===== src/design/fdf4_pkg.sv =====
// ----------------------------------------------------------------------------
// fdf4_pkg: shared constants and types for the decimate-by-four FIR core
// Default sizes, window geometry, weight format and queue depth.
// ----------------------------------------------------------------------------
package fdf4_pkg;

	localparam int NUM_TAPS_DEF    = 8;
	localparam int SAMPLE_BITS_DEF = 16;

	localparam int NUM_WEIGHTS  = 8;
	localparam int WEIGHT_BITS  = 16;
	localparam int CFG_IDX_BITS = 3;
	localparam int WIN_DEPTH    = 8;
	localparam int SEEN_BITS    = 4;
	localparam int PHASE_BITS   = 2;
	localparam int QUEUE_DEPTH  = 2;

	typedef logic signed [WEIGHT_BITS-1:0] weight_t;

	localparam weight_t WEIGHT_RESET = 16'sd4096;

	localparam logic [PHASE_BITS-1:0] PHASE_LAST = 2'd3;
	localparam logic [PHASE_BITS-1:0] EMIT_PHASE = 2'd2;

	localparam logic [1:0] OWED_MAX = 2'd3;
	localparam logic [SEEN_BITS-1:0] SEEN_MAX = 4'd15;

endpackage


===== src/design/fdf4_queue.sv =====
// ----------------------------------------------------------------------------
// fdf4_queue: short FIFO between the front and the back
// Holds filter jobs so that sample intake and arithmetic stall independently.
// ----------------------------------------------------------------------------
module fdf4_queue import fdf4_pkg::*; #(
	parameter int DATA_W = 8
) (
	input  logic              clk,
	input  logic              arst_n,
	input  logic              push_valid,
	output logic              push_ready,
	input  logic [DATA_W-1:0] push_data,
	output logic              pop_valid,
	input  logic              pop_ready,
	output logic [DATA_W-1:0] pop_data
);

	localparam int PTR_W = $clog2(QUEUE_DEPTH);
	localparam int CNT_W = $clog2(QUEUE_DEPTH + 1);

	logic [DATA_W-1:0] mem_q [QUEUE_DEPTH];
	logic [PTR_W-1:0]  wr_ptr_q, rd_ptr_q;
	logic [CNT_W-1:0]  count_q;
	logic              do_push, do_pop;

	assign push_ready = (count_q != CNT_W'(QUEUE_DEPTH));
	assign pop_valid  = (count_q != '0);
	assign pop_data   = mem_q[rd_ptr_q];
	assign do_push    = push_valid && push_ready;
	assign do_pop     = pop_valid && pop_ready;

	always_ff @(posedge clk) begin
		if (do_push) begin
			mem_q[wr_ptr_q] <= push_data;
		end
	end

	always_ff @(posedge clk or negedge arst_n) begin
		if (!arst_n) begin
			wr_ptr_q <= '0;
			rd_ptr_q <= '0;
			count_q  <= '0;
		end else begin
			if (do_push) begin
				wr_ptr_q <= (wr_ptr_q == PTR_W'(QUEUE_DEPTH - 1)) ? '0 : wr_ptr_q + 1'b1;
			end
			if (do_pop) begin
				rd_ptr_q <= (rd_ptr_q == PTR_W'(QUEUE_DEPTH - 1)) ? '0 : rd_ptr_q + 1'b1;
			end
			case ({do_push, do_pop})
				2'b10:   count_q <= count_q + 1'b1;
				2'b01:   count_q <= count_q - 1'b1;
				default: count_q <= count_q;
			endcase
		end
	end

endmodule


===== src/design/fdf4_front.sv =====
// ----------------------------------------------------------------------------
// fdf4_front: sample intake, block tracking and tap selection
// Keeps the sample window and block counters, decides when an output is due
// and hands the selected tap samples with their use mask to the queue.
// ----------------------------------------------------------------------------
module fdf4_front import fdf4_pkg::*; #(
	parameter int NUM_TAPS    = NUM_TAPS_DEF,
	parameter int SAMPLE_BITS = SAMPLE_BITS_DEF,
	parameter int JOB_W       = 1 + NUM_TAPS + NUM_TAPS * SAMPLE_BITS
) (
	input  logic                          clk,
	input  logic                          arst_n,
	input  logic                          in_valid,
	output logic                          in_ready,
	input  logic signed [SAMPLE_BITS-1:0] in_sample,
	input  logic                          block_end,
	output logic                          job_valid,
	input  logic                          job_ready,
	output logic [JOB_W-1:0]              job_data
);

	localparam int RUN_BASE = 4 + NUM_TAPS / 2;
	localparam int END_BASE = 1 + NUM_TAPS / 2;

	logic signed [SAMPLE_BITS-1:0] win_q [WIN_DEPTH];
	logic [SEEN_BITS-1:0]          seen_q;
	logic [PHASE_BITS-1:0]         phase_q;
	logic [1:0]                    owed_q;

	logic                          accept, produce;
	logic [1:0]                    owed_inc;
	logic [PHASE_BITS-1:0]         rem;
	logic [5:0]                    age;
	logic [2:0]                    win_idx;
	logic [NUM_TAPS-1:0]           use_vec;
	logic [NUM_TAPS*SAMPLE_BITS-1:0] samp_vec;

	assign in_ready  = job_ready;
	assign accept    = in_valid && in_ready;
	assign job_valid = accept && produce;
	assign job_data  = {block_end, use_vec, samp_vec};

	always_comb begin
		owed_inc = (phase_q == PHASE_LAST && owed_q != OWED_MAX) ? owed_q + 2'd1 : owed_q;
		produce  = block_end ? (owed_inc != 2'd0)
		                     : (phase_q == EMIT_PHASE && owed_inc != 2'd0);
		rem      = phase_q + 1'b1;
		use_vec  = '0;
		samp_vec = '0;
		age      = '0;
		win_idx  = '0;
		for (int c = 0; c < NUM_TAPS; c++) begin
			age = block_end ? (6'(END_BASE) + {4'b0, rem} - 6'(c)) : (6'(RUN_BASE) - 6'(c));
			win_idx = 3'(age - 6'd1);
			use_vec[c] = !age[5] && (age <= 6'(WIN_DEPTH)) && (age <= {2'b00, seen_q});
			samp_vec[c*SAMPLE_BITS +: SAMPLE_BITS] = (age == 6'd0) ? in_sample : win_q[win_idx];
		end
	end

	always_ff @(posedge clk) begin
		if (accept && !block_end) begin
			win_q[0] <= in_sample;
			for (int a = 1; a < WIN_DEPTH; a++) begin
				win_q[a] <= win_q[a-1];
			end
		end
	end

	always_ff @(posedge clk or negedge arst_n) begin
		if (!arst_n) begin
			seen_q  <= '0;
			phase_q <= '0;
			owed_q  <= '0;
		end else if (accept) begin
			if (block_end) begin
				seen_q  <= '0;
				phase_q <= '0;
				owed_q  <= '0;
			end else begin
				owed_q  <= (phase_q == EMIT_PHASE && owed_inc != 2'd0) ? owed_inc - 2'd1 : owed_inc;
				seen_q  <= (seen_q == SEEN_MAX) ? seen_q : seen_q + 1'b1;
				phase_q <= phase_q + 1'b1;
			end
		end
	end

endmodule


===== src/design/fdf4_back.sv =====
// ----------------------------------------------------------------------------
// fdf4_back: shared multiply-accumulate, divider and output register
// One tap per cycle through a registered multiplier, then a restoring
// divide of |sum| by |weight sum|, sign fix, saturation and output beat.
// ----------------------------------------------------------------------------
module fdf4_back import fdf4_pkg::*; #(
	parameter int NUM_TAPS    = NUM_TAPS_DEF,
	parameter int SAMPLE_BITS = SAMPLE_BITS_DEF,
	parameter int JOB_W       = 1 + NUM_TAPS + NUM_TAPS * SAMPLE_BITS
) (
	input  logic                          clk,
	input  logic                          arst_n,
	input  weight_t                       weights [NUM_WEIGHTS],
	input  logic                          job_valid,
	output logic                          job_ready,
	input  logic [JOB_W-1:0]              job_data,
	output logic                          out_valid,
	input  logic                          out_ready,
	output logic signed [SAMPLE_BITS-1:0] out_sample,
	output logic                          out_last
);

	localparam int PROD_W = SAMPLE_BITS + WEIGHT_BITS;
	localparam int ACC_W  = SAMPLE_BITS + WEIGHT_BITS + 3;
	localparam int WSUM_W = WEIGHT_BITS + 4;
	localparam int TAP_W  = $clog2(NUM_TAPS + 1);
	localparam int IDX_W  = $clog2(NUM_TAPS);
	localparam int CNT_W  = $clog2(ACC_W);
	localparam int SV_W   = NUM_TAPS * SAMPLE_BITS;

	localparam logic signed [ACC_W:0] SAT_HI = {{(ACC_W-SAMPLE_BITS+2){1'b0}}, {(SAMPLE_BITS-1){1'b1}}};
	localparam logic signed [ACC_W:0] SAT_LO = {{(ACC_W-SAMPLE_BITS+2){1'b1}}, {(SAMPLE_BITS-1){1'b0}}};

	localparam logic [2:0] ST_IDLE = 3'd0;
	localparam logic [2:0] ST_MAC  = 3'd1;
	localparam logic [2:0] ST_PREP = 3'd2;
	localparam logic [2:0] ST_DIV  = 3'd3;
	localparam logic [2:0] ST_FIN  = 3'd4;

	logic [2:0]               state_q;
	logic [SV_W-1:0]          samp_q;
	logic [NUM_TAPS-1:0]      use_q;
	logic                     last_q;
	logic [TAP_W-1:0]         tap_q;
	logic                     pend_q;
	logic signed [PROD_W-1:0] prod_s1;
	weight_t                  wt_s1;
	logic signed [ACC_W-1:0]  acc_q;
	logic signed [WSUM_W-1:0] wsum_q;
	logic [ACC_W-1:0]         dvd_q;
	logic [WSUM_W-1:0]        dvs_q;
	logic [WSUM_W-1:0]        rem_q;
	logic [CNT_W-1:0]         cnt_q;
	logic                     neg_q, zero_q;
	logic                     out_valid_q, out_last_q;
	logic signed [SAMPLE_BITS-1:0] out_sample_q;

	logic [IDX_W-1:0]              tap_idx;
	logic signed [SAMPLE_BITS-1:0] samp_sel;
	weight_t                       wt_sel;
	logic signed [PROD_W-1:0]      mul;
	logic [WSUM_W:0]               rem_sh;
	logic                          qbit;
	logic signed [ACC_W:0]         quot;
	logic signed [SAMPLE_BITS-1:0] sat;
	logic                          out_free;

	assign job_ready  = (state_q == ST_IDLE);
	assign out_valid  = out_valid_q;
	assign out_sample = out_sample_q;
	assign out_last   = out_last_q;
	assign out_free   = !out_valid_q || out_ready;

	always_comb begin
		tap_idx  = tap_q[IDX_W-1:0];
		samp_sel = samp_q[tap_idx*SAMPLE_BITS +: SAMPLE_BITS];
		wt_sel   = weights[tap_idx];
		mul      = PROD_W'(samp_sel) * PROD_W'(wt_sel);
		rem_sh   = {rem_q, dvd_q[ACC_W-1]};
		qbit     = (rem_sh >= {1'b0, dvs_q});
		quot     = neg_q ? -$signed({1'b0, dvd_q}) : $signed({1'b0, dvd_q});
		if (zero_q) begin
			sat = '0;
		end else if (quot > SAT_HI) begin
			sat = SAT_HI[SAMPLE_BITS-1:0];
		end else if (quot < SAT_LO) begin
			sat = SAT_LO[SAMPLE_BITS-1:0];
		end else begin
			sat = quot[SAMPLE_BITS-1:0];
		end
	end

	always_ff @(posedge clk) begin
		case (state_q)
			ST_IDLE: begin
				samp_q <= job_data[SV_W-1:0];
				use_q  <= job_data[SV_W +: NUM_TAPS];
				last_q <= job_data[JOB_W-1];
				acc_q  <= '0;
				wsum_q <= '0;
			end
			ST_MAC: begin
				if (pend_q) begin
					acc_q  <= acc_q + ACC_W'(prod_s1);
					wsum_q <= wsum_q + WSUM_W'(wt_s1);
				end
				if (tap_q != TAP_W'(NUM_TAPS)) begin
					prod_s1 <= use_q[tap_idx] ? mul : '0;
					wt_s1   <= use_q[tap_idx] ? wt_sel : '0;
				end
			end
			ST_PREP: begin
				dvd_q  <= acc_q[ACC_W-1] ? ACC_W'(-acc_q) : ACC_W'(acc_q);
				dvs_q  <= wsum_q[WSUM_W-1] ? WSUM_W'(-wsum_q) : WSUM_W'(wsum_q);
				rem_q  <= '0;
				neg_q  <= acc_q[ACC_W-1] ^ wsum_q[WSUM_W-1];
				zero_q <= (wsum_q == '0);
			end
			ST_DIV: begin
				rem_q <= qbit ? WSUM_W'(rem_sh - {1'b0, dvs_q}) : rem_sh[WSUM_W-1:0];
				dvd_q <= {dvd_q[ACC_W-2:0], qbit};
			end
			default: begin
			end
		endcase
		if (state_q == ST_FIN && out_free) begin
			out_sample_q <= sat;
			out_last_q   <= last_q;
		end
	end

	always_ff @(posedge clk or negedge arst_n) begin
		if (!arst_n) begin
			state_q     <= ST_IDLE;
			tap_q       <= '0;
			pend_q      <= 1'b0;
			cnt_q       <= '0;
			out_valid_q <= 1'b0;
		end else begin
			if (out_valid_q && out_ready) begin
				out_valid_q <= 1'b0;
			end
			case (state_q)
				ST_IDLE: begin
					tap_q  <= '0;
					pend_q <= 1'b0;
					if (job_valid) begin
						state_q <= ST_MAC;
					end
				end
				ST_MAC: begin
					if (tap_q != TAP_W'(NUM_TAPS)) begin
						tap_q  <= tap_q + 1'b1;
						pend_q <= 1'b1;
					end else begin
						pend_q  <= 1'b0;
						state_q <= ST_PREP;
					end
				end
				ST_PREP: begin
					cnt_q   <= '0;
					state_q <= ST_DIV;
				end
				ST_DIV: begin
					cnt_q <= cnt_q + 1'b1;
					if (cnt_q == CNT_W'(ACC_W - 1)) begin
						state_q <= ST_FIN;
					end
				end
				ST_FIN: begin
					if (out_free) begin
						out_valid_q <= 1'b1;
						state_q     <= ST_IDLE;
					end
				end
				default: begin
					state_q <= ST_IDLE;
				end
			endcase
		end
	end

endmodule


===== src/design/fir_decimate_by_four_core.sv =====
// ----------------------------------------------------------------------------
// fir_decimate_by_four_core: blocked eight-tap FIR, decimation by four
// Intake takes one sample beat per cycle while the two-entry job queue has room.
// Each output runs through the back end: one tap per cycle on the shared
// multiplier, then one quotient bit per cycle in the divider (ACC_W =
// SAMPLE_BITS + 19 quotient bits); the back takes a new job only when idle.
// Reset clears counters, queue and output valid; tap weights return to 4096.
// ----------------------------------------------------------------------------
module fir_decimate_by_four_core import fdf4_pkg::*; #(
	parameter int NUM_TAPS    = NUM_TAPS_DEF,
	parameter int SAMPLE_BITS = SAMPLE_BITS_DEF
) (
	input  logic                          clk,
	input  logic                          arst_n,
	input  logic                          cfg_we,
	input  logic [CFG_IDX_BITS-1:0]       cfg_index,
	input  logic [WEIGHT_BITS-1:0]        cfg_data,
	input  logic                          in_valid,
	output logic                          in_ready,
	input  logic signed [SAMPLE_BITS-1:0] in_sample,
	input  logic                          block_end,
	output logic                          out_valid,
	input  logic                          out_ready,
	output logic signed [SAMPLE_BITS-1:0] out_sample,
	output logic                          out_last
);

	localparam int JOB_W = 1 + NUM_TAPS + NUM_TAPS * SAMPLE_BITS;

	weight_t          weights_q [NUM_WEIGHTS];
	logic             push_valid, push_ready, pop_valid, pop_ready;
	logic [JOB_W-1:0] push_data, pop_data;

	always_ff @(posedge clk or negedge arst_n) begin
		if (!arst_n) begin
			for (int i = 0; i < NUM_WEIGHTS; i++) begin
				weights_q[i] <= WEIGHT_RESET;
			end
		end else if (cfg_we) begin
			weights_q[cfg_index] <= cfg_data;
		end
	end

	fdf4_front #(
		.NUM_TAPS    (NUM_TAPS),
		.SAMPLE_BITS (SAMPLE_BITS),
		.JOB_W       (JOB_W)
	) u_front (
		.clk       (clk),
		.arst_n    (arst_n),
		.in_valid  (in_valid),
		.in_ready  (in_ready),
		.in_sample (in_sample),
		.block_end (block_end),
		.job_valid (push_valid),
		.job_ready (push_ready),
		.job_data  (push_data)
	);

	fdf4_queue #(
		.DATA_W (JOB_W)
	) u_queue (
		.clk        (clk),
		.arst_n     (arst_n),
		.push_valid (push_valid),
		.push_ready (push_ready),
		.push_data  (push_data),
		.pop_valid  (pop_valid),
		.pop_ready  (pop_ready),
		.pop_data   (pop_data)
	);

	fdf4_back #(
		.NUM_TAPS    (NUM_TAPS),
		.SAMPLE_BITS (SAMPLE_BITS),
		.JOB_W       (JOB_W)
	) u_back (
		.clk        (clk),
		.arst_n     (arst_n),
		.weights    (weights_q),
		.job_valid  (pop_valid),
		.job_ready  (pop_ready),
		.job_data   (pop_data),
		.out_valid  (out_valid),
		.out_ready  (out_ready),
		.out_sample (out_sample),
		.out_last   (out_last)
	);

endmodule


===== config.mk =====
export PLATFORM = sky130hd
export DESIGN_NAME = fir_decimate_by_four_core
export DESIGN_NICKNAME = d
export VERILOG_FILES = /design/src/design/fdf4_pkg.sv /design/src/design/fdf4_queue.sv /design/src/design/fdf4_front.sv /design/src/design/fdf4_back.sv /design/src/design/fir_decimate_by_four_core.sv
export SDC_FILE = /design/constraint.sdc
export NUM_CORES = 2
export LEC_CHECK = 0
export ABC_AREA = 1
export CAP_MARGIN = 0
export CORE_MARGIN = 10
export CORE_UTILIZATION = 55
export DETAILED_ROUTE_END_ITERATION = 16
export DONT_BUFFER_PORTS = 1
export GPL_TIMING_DRIVEN = 0
export PLACE_DENSITY = 0.72
export SETUP_SLACK_MARGIN = 0.1
export SKIP_CTS_REPAIR_TIMING = 1
export SYNTH_ARGS = -nofsm -noshare
export SYNTH_HDL_FRONTEND = slang
export SYNTH_HIERARCHICAL = 1
export SYNTH_SLANG_ARGS = --single-unit

===== constraint.sdc =====
create_clock -name clk -period 24 [get_ports clk]
set_input_delay 4.8 -clock clk [delete_from_list [all_inputs] [get_ports clk]]
set_output_delay 4.8 -clock clk [all_outputs]
set_load 0.01 [all_outputs]

* Word-level counts from Yosys, hierarchy flattened
Memories as Yosys holds them, arrays and structs flattened. A register that Yosys moved wholly into a read port is not among the register bits.
Cells that the tools add are included.
** Operators by class
- Add/subtract/negate cells :: 32
- $mul :: 1
- Order comparisons :: 23
- Equality and inequality tests :: 20
- Shift operators :: 1
- Multiplexer cells :: 63
- Bitwise operators :: 3
- Reduce and logical (&&, ||, !) cells :: 58
** Operators with widths (count)
- $mux 16 :: 12
- $pmux 35 s2 :: 2
- $bwmux 128 :: 1
- $shiftx 128x8->16 :: 1
- $pmux 20 s2 :: 2
- $mux 35 :: 2
- $bmux 16 s3 :: 1
- $demux 16 s3 :: 1
- $le 6x4->1 :: 8
- $le 6x4->1 const B :: 8
- $logic_not 6->1 :: 8
- $mux 6 :: 7
- $mux 20 :: 2
- $gt 36x16->1 const B :: 1
- $lt 36x16->1 const B :: 1
- $mux 36 :: 1
- $neg 35->36 :: 1
- $add 35x32->35 :: 1
- $neg 35->35 :: 1
- $mul 16x16->32 :: 1
- $logic_and 1x1->1 :: 26
- $sub 3x1->3 const B :: 8
- $sub 6x3->6 const B :: 4
- $ge 21x20->1 :: 1
- 47 further kinds :: 100
** Word-level totals
- Register bits :: 352
- RAM bits :: 402
- Input bits :: 41
- Word-level logic and storage cells :: 235
- Memories kept :: 2
** Memory list
- u_queue.mem_q :: words 2, bits a word 137, rd ports 1, clocked after memory_dff 1, write ports 1, RTL line fdf4_queue.sv:21 : logic [DATA_W-1:0] mem_q [QUEUE_DEPTH];
- u_front.win_q :: words 8, bits a word 16, rd ports 15, clocked after memory_dff 0, write ports 8, RTL line fdf4_front.sv:25 : logic signed [SAMPLE_BITS-1:0] win_q [WIN_DEPTH];

* Logic depth before layout (Yosys ltp)
- Depth in word-level cells :: 10
- Mapped depth :: 34
- Mapped depth without buffers :: 31

* Hierarchy
The synthesis kept the hierarchy.
** Modules (own cells, without submodules)
- fdf4_back :: times used 1, cells each 3586, area an instance 30620.6 sq um, sequential area each 10405.0 sq um
- fdf4_front :: times used 1, cells each 1632, area an instance 10963.0 sq um, sequential area each 4043.9 sq um
- fdf4_queue :: times used 1, cells each 745, area an instance 10209.8 sq um, sequential area each 8328.0 sq um
- fir_decimate_by_four_core :: times used 1, cells each 579, area an instance 5037.3 sq um, sequential area each 3213.1 sq um

* Least setup slack after synthesis
OpenSTA, ideal clock, no wires.
- Kind :: input to register
- Start point :: input block_end
- End point :: memory u_queue/mem_q[1][0] (netlist bit) (enable)
- Library setup time :: 0.637 ns
- Arrival time :: 11.130 ns
- Slack :: 12.234 ns
- Stages :: 5
- Path buffers :: 1
- Cell sequence :: buf_4 > inv_2 > a211oi_1 > nand2_1 > nor2_1
** Between the ends
- Word-level cells in the longest chain between the ends :: 5
** RTL lines
- start, declared :: RTL line fir_decimate_by_four_core.sv:21 : input logic block_end,
- $mux 1 :: RTL line fdf4_front.sv:45 : produce = block_end ? (owed_inc != 2'd0)
- $logic_and 1x1->1 :: RTL line fdf4_front.sv:40 : assign job_valid = accept && produce;
- via push_valid :: RTL line fir_decimate_by_four_core.sv:31 : logic push_valid, push_ready, pop_valid, pop_ready;
- $logic_and 1x1->1 :: RTL line fdf4_queue.sv:29 : assign do_push = push_valid && push_ready;
- $mux 1 :: RTL line fdf4_queue.sv:33 : if (do_push) begin
- $mux 1 (not written as such) :: RTL line fdf4_queue.sv:34 : mem_q[wr_ptr_q] <= push_data;
- end, declared :: RTL line fdf4_queue.sv:21
The timed path passes the listed nets, and every way through them passes these cells.

* Final worst setup path
- Start point :: register u_back.tap_q[0]
- End point :: register u_back.prod_s1[30] (data pin)
** Between the ends
- Word-level cells in the longest chain between the ends :: 5
** RTL lines
- start, declared :: RTL line fdf4_back.sv:44 : logic [TAP_W-1:0] tap_q;
- start signal, assigned :: RTL line fdf4_back.sv:153 : tap_q <= tap_q + 1'b1;
- branches (longest 5 deep; another with $mul 16x16->32)
- end signal, assigned :: RTL line fdf4_back.sv:108 : prod_s1 <= use_q[tap_idx] ? mul : '0;
- end, declared :: RTL line fdf4_back.sv:46 : logic signed [PROD_W-1:0] prod_s1;
Several ways; the timed one is not identified. The select of a mux whose other input is x is not followed.
A chain may end at the register's enable or synchronous reset.

==> reports/summary.txt <==
status -> finished, violations left
failing checks -> max-capacitance violations, max-slew violations
Crit Path Max Fanout -> 10
final hold violations -> 0
Critical Path Most Common Cell -> inv_1
grt total ovfl -> 0
GRT Util Overall -> 31.4%
M1 GR Usage -> 45.9%
Post-Syn Area -> 56800 µm²
global-route wire length before repair -> 277000 µm
Slew Viols, Final -> 4
worst-skew pair later-pin latency -> 720 ps
Initial DRT Pass Iterations -> 6
die area -> 117000 µm²
most frequent cells in the layout -> nand2_1, inv_1, nand3_1
root buffer cell -> clkbuf_16
num rows -> 117
Area growth syn-to-layout -> 9.66%
DP Wirelength -> 146000 µm
syn avg cell area -> 8.69 µm²
vias per cell -> 5.84
maximum level of the CTS H-tree -> 3
Max Cap Violations -> 2
Post-DRT Antenna Nets -> 0
grt met3 use -> 7.31%
syn nets -> 7043
WP data required -> 24420 ps
EDFF count, synth -> 736
family with the most delay on the worst path -> adder cells
worst min-delay path category -> reg2reg
fin crit period -> 9770 ps
vias in the first global route -> 44665
Top FF cell, synth -> edfxtp_1
number of buffers created by CTS -> 94
CTS tree -> built
CP endpoint kind -> register
CP max-delay cell -> o21ai_0
Port Buffer Count -> 0
Final setup viols -> 0
I/O Pins -> 60
CTS sink count -> 891
Max Clock Freq -> 0.102 GHz
critical path class -> reg2reg
Die H -> 341 µm
Starting Density -> 55.6%
largest net degree at the start of global routing -> 156
drt wl/cell -> 22.9 µm
Bufs and invs on worst path -> 10
Final period util -> 40.7%
Worst Tran Pin Value -> 1530 ps
DRC violations left -> 0
vias -> 47422
Yosys cell types -> 60
Synth Instances -> 6542
gr busiest metal -> met1
Die X-Extent -> 341 µm
Synth async-reset ratio -> 17.4%
Iteration-0 DRC Markers -> 6209
setup TNS -> 0 ps
Yosys Warn Count -> 6
share of cells above drive strength 1 -> 6.80%
sequential share of the synthesized area -> 45.7%
clock slew at reported path FFs -> 70 ps
Core ar. -> 102000 µm²
type of origin of the critical path -> register
FF+latch count, synth -> 891
wirelength, routed -> 186000 µm
post-layout net count -> 7169
placer congestion estimate -> 0.987
initial antenna violation count -> 3
clock buffer depth -> 3
Setup Skew -> 59.1 ps
commonest non-fill, non-tap cell in the layout -> nand2_1
RSZ-0062 raised after global routing -> no
fillers -> 8897
slew margin rel. -> -3.34%
met2 usage -> 45.7%
Arrival @ worst endpoint -> 10190 ps
CP peak stage delay -> 1120 ps
==> Yosys cell counts, types with 23 or more instances <==
| cell type | instances | area (µm²) |
|---|---|---|
| nand2_1 | 1764 | 6620 |
| a31oi_1 | 23 | 144 |
| o21ai_0 | 386 | 1930 |
| nor2_1 | 537 | 2020 |
| clkbuf_1 | 88 | 330 |
| inv_1 | 782 | 2940 |
| nand4_1 | 33 | 206 |
| buf_2 | 133 | 666 |
| o22ai_1 | 69 | 432 |
| a21oi_1 | 219 | 1100 |
| o21a_1 | 29 | 218 |
| inv_2 | 23 | 86.3 |
| ha_1 | 195 | 2440 |
| xor2_1 | 55 | 482 |
| nand3_1 | 738 | 3690 |
| fa_1 | 265 | 5310 |
| xnor2_1 | 39 | 342 |
| dfrtp_1 | 147 | 3680 |
| edfxtp_1 | 736 | 22100 |
| nor3_1 | 31 | 155 |
==> logic make-up after synthesis <==
kind of cell               share of synthesized area (%)
AOI/OAI and AO/OA                                   7.88
adders and majority gates                           13.6
DFF                                                 45.7
and+or+nand+nor                                     23.5
buffers and inverters                               7.78
xor gates and xnor gates                            1.45
==> path summary, 6_finish.rpt <==
check	from	end	slack (ps)	cells after the start
setup / recovery	u_back/tap_q[0]	u_back/prod_s1[30]	14230	26
hold / removal	u_front/win_q[6][10]	u_front/win_q[7][10]	410	0
setup reg to reg	u_back/tap_q[0]	u_back/prod_s1[30]	14230	26
hold reg to reg	u_front/win_q[6][10]	u_front/win_q[7][10]	410	0
max in group asynchronous	arst_n	weights_q[108]	19830	0
min in group asynchronous	arst_n	u_front/phase_q[0]	3790	0
==> cell type report <==
type	instances	area, µm²	share of cell area, %
timing repair buffer	30	505	0.811
buffer	274	1360	2.18
inverter	816	3070	4.92
multi-input combinational	4561	26500	42.5
clock buffer	114	2470	3.96
clock inverter	61	731	1.17
antenna	3	7.51	0.0120
sequential	891	26000	41.7
tap	1368	1710	2.75
==> worst register-to-register path, delay by kind of cell, from the launching register on <==
family                   cells  cell delay (ps)
buffers and inverters       10             2010
flip-flops                   1              430
adder cells (fa/ha/maj)      7             4170
AND/OR/NAND/NOR              5             1250
AO/OA/AOI/OAI                4             1640
==> through the flow <==
| stage | cells | setup WS, ps | instance area [µm²] | util [%] | hold WS [ps] |
|---|---|---|---|---|---|
| after CTS | 8114 | 14470 | 62300 | 61.0 | 422 |
| after global routing | 8116 | 13860 | 62300 | 61.0 | 420 |
| after global placement | 7910 | 8210 | 58500 | 57.3 | 429 |
| after floorplan | 6542 | 12230 | 56800 | - | 400 |
| final | 8118 | 14230 | 62300 | 61.0 | 412 |
| after detailed placement | 7939 | 14540 | 59100 | 57.8 | 432 |
==> per-layer routing <==
metal | vias up | routed length, µm | part of all wire [%]
li1 | 21770 | - | -
met1 | 22725 | 78500 | 42
met2 | 2564 | 77800 | 42
met3 | 363 | 22600 | 12
met4 | 0 | 6890 | 3.7
met5 | - | 0 | 0
==> registers in the layout (all words and copies together), names as in the netlist, 6 cells and up <==
| register | count |
|---|---|
| u_back/acc_q | 35 |
| u_back/cnt_q | 6 |
| u_back/dvd_q | 35 |
| u_back/dvs_q | 20 |
| u_back/out_sample | 16 |
| u_back/prod_s1 | 32 |
| u_back/rem_q | 20 |
| u_back/samp_q | 128 |
| u_back/use_q | 8 |
| u_back/wsum_q | 20 |
| u_back/wt_s1 | 16 |
| u_front/win_q | 128 |
| u_queue/mem_q | 274 |
| weights_q | 128 |
Power is left out: the tool's default activity adds up to more than one toggle a clock period on the data nets, which glitch-free logic cannot reach.
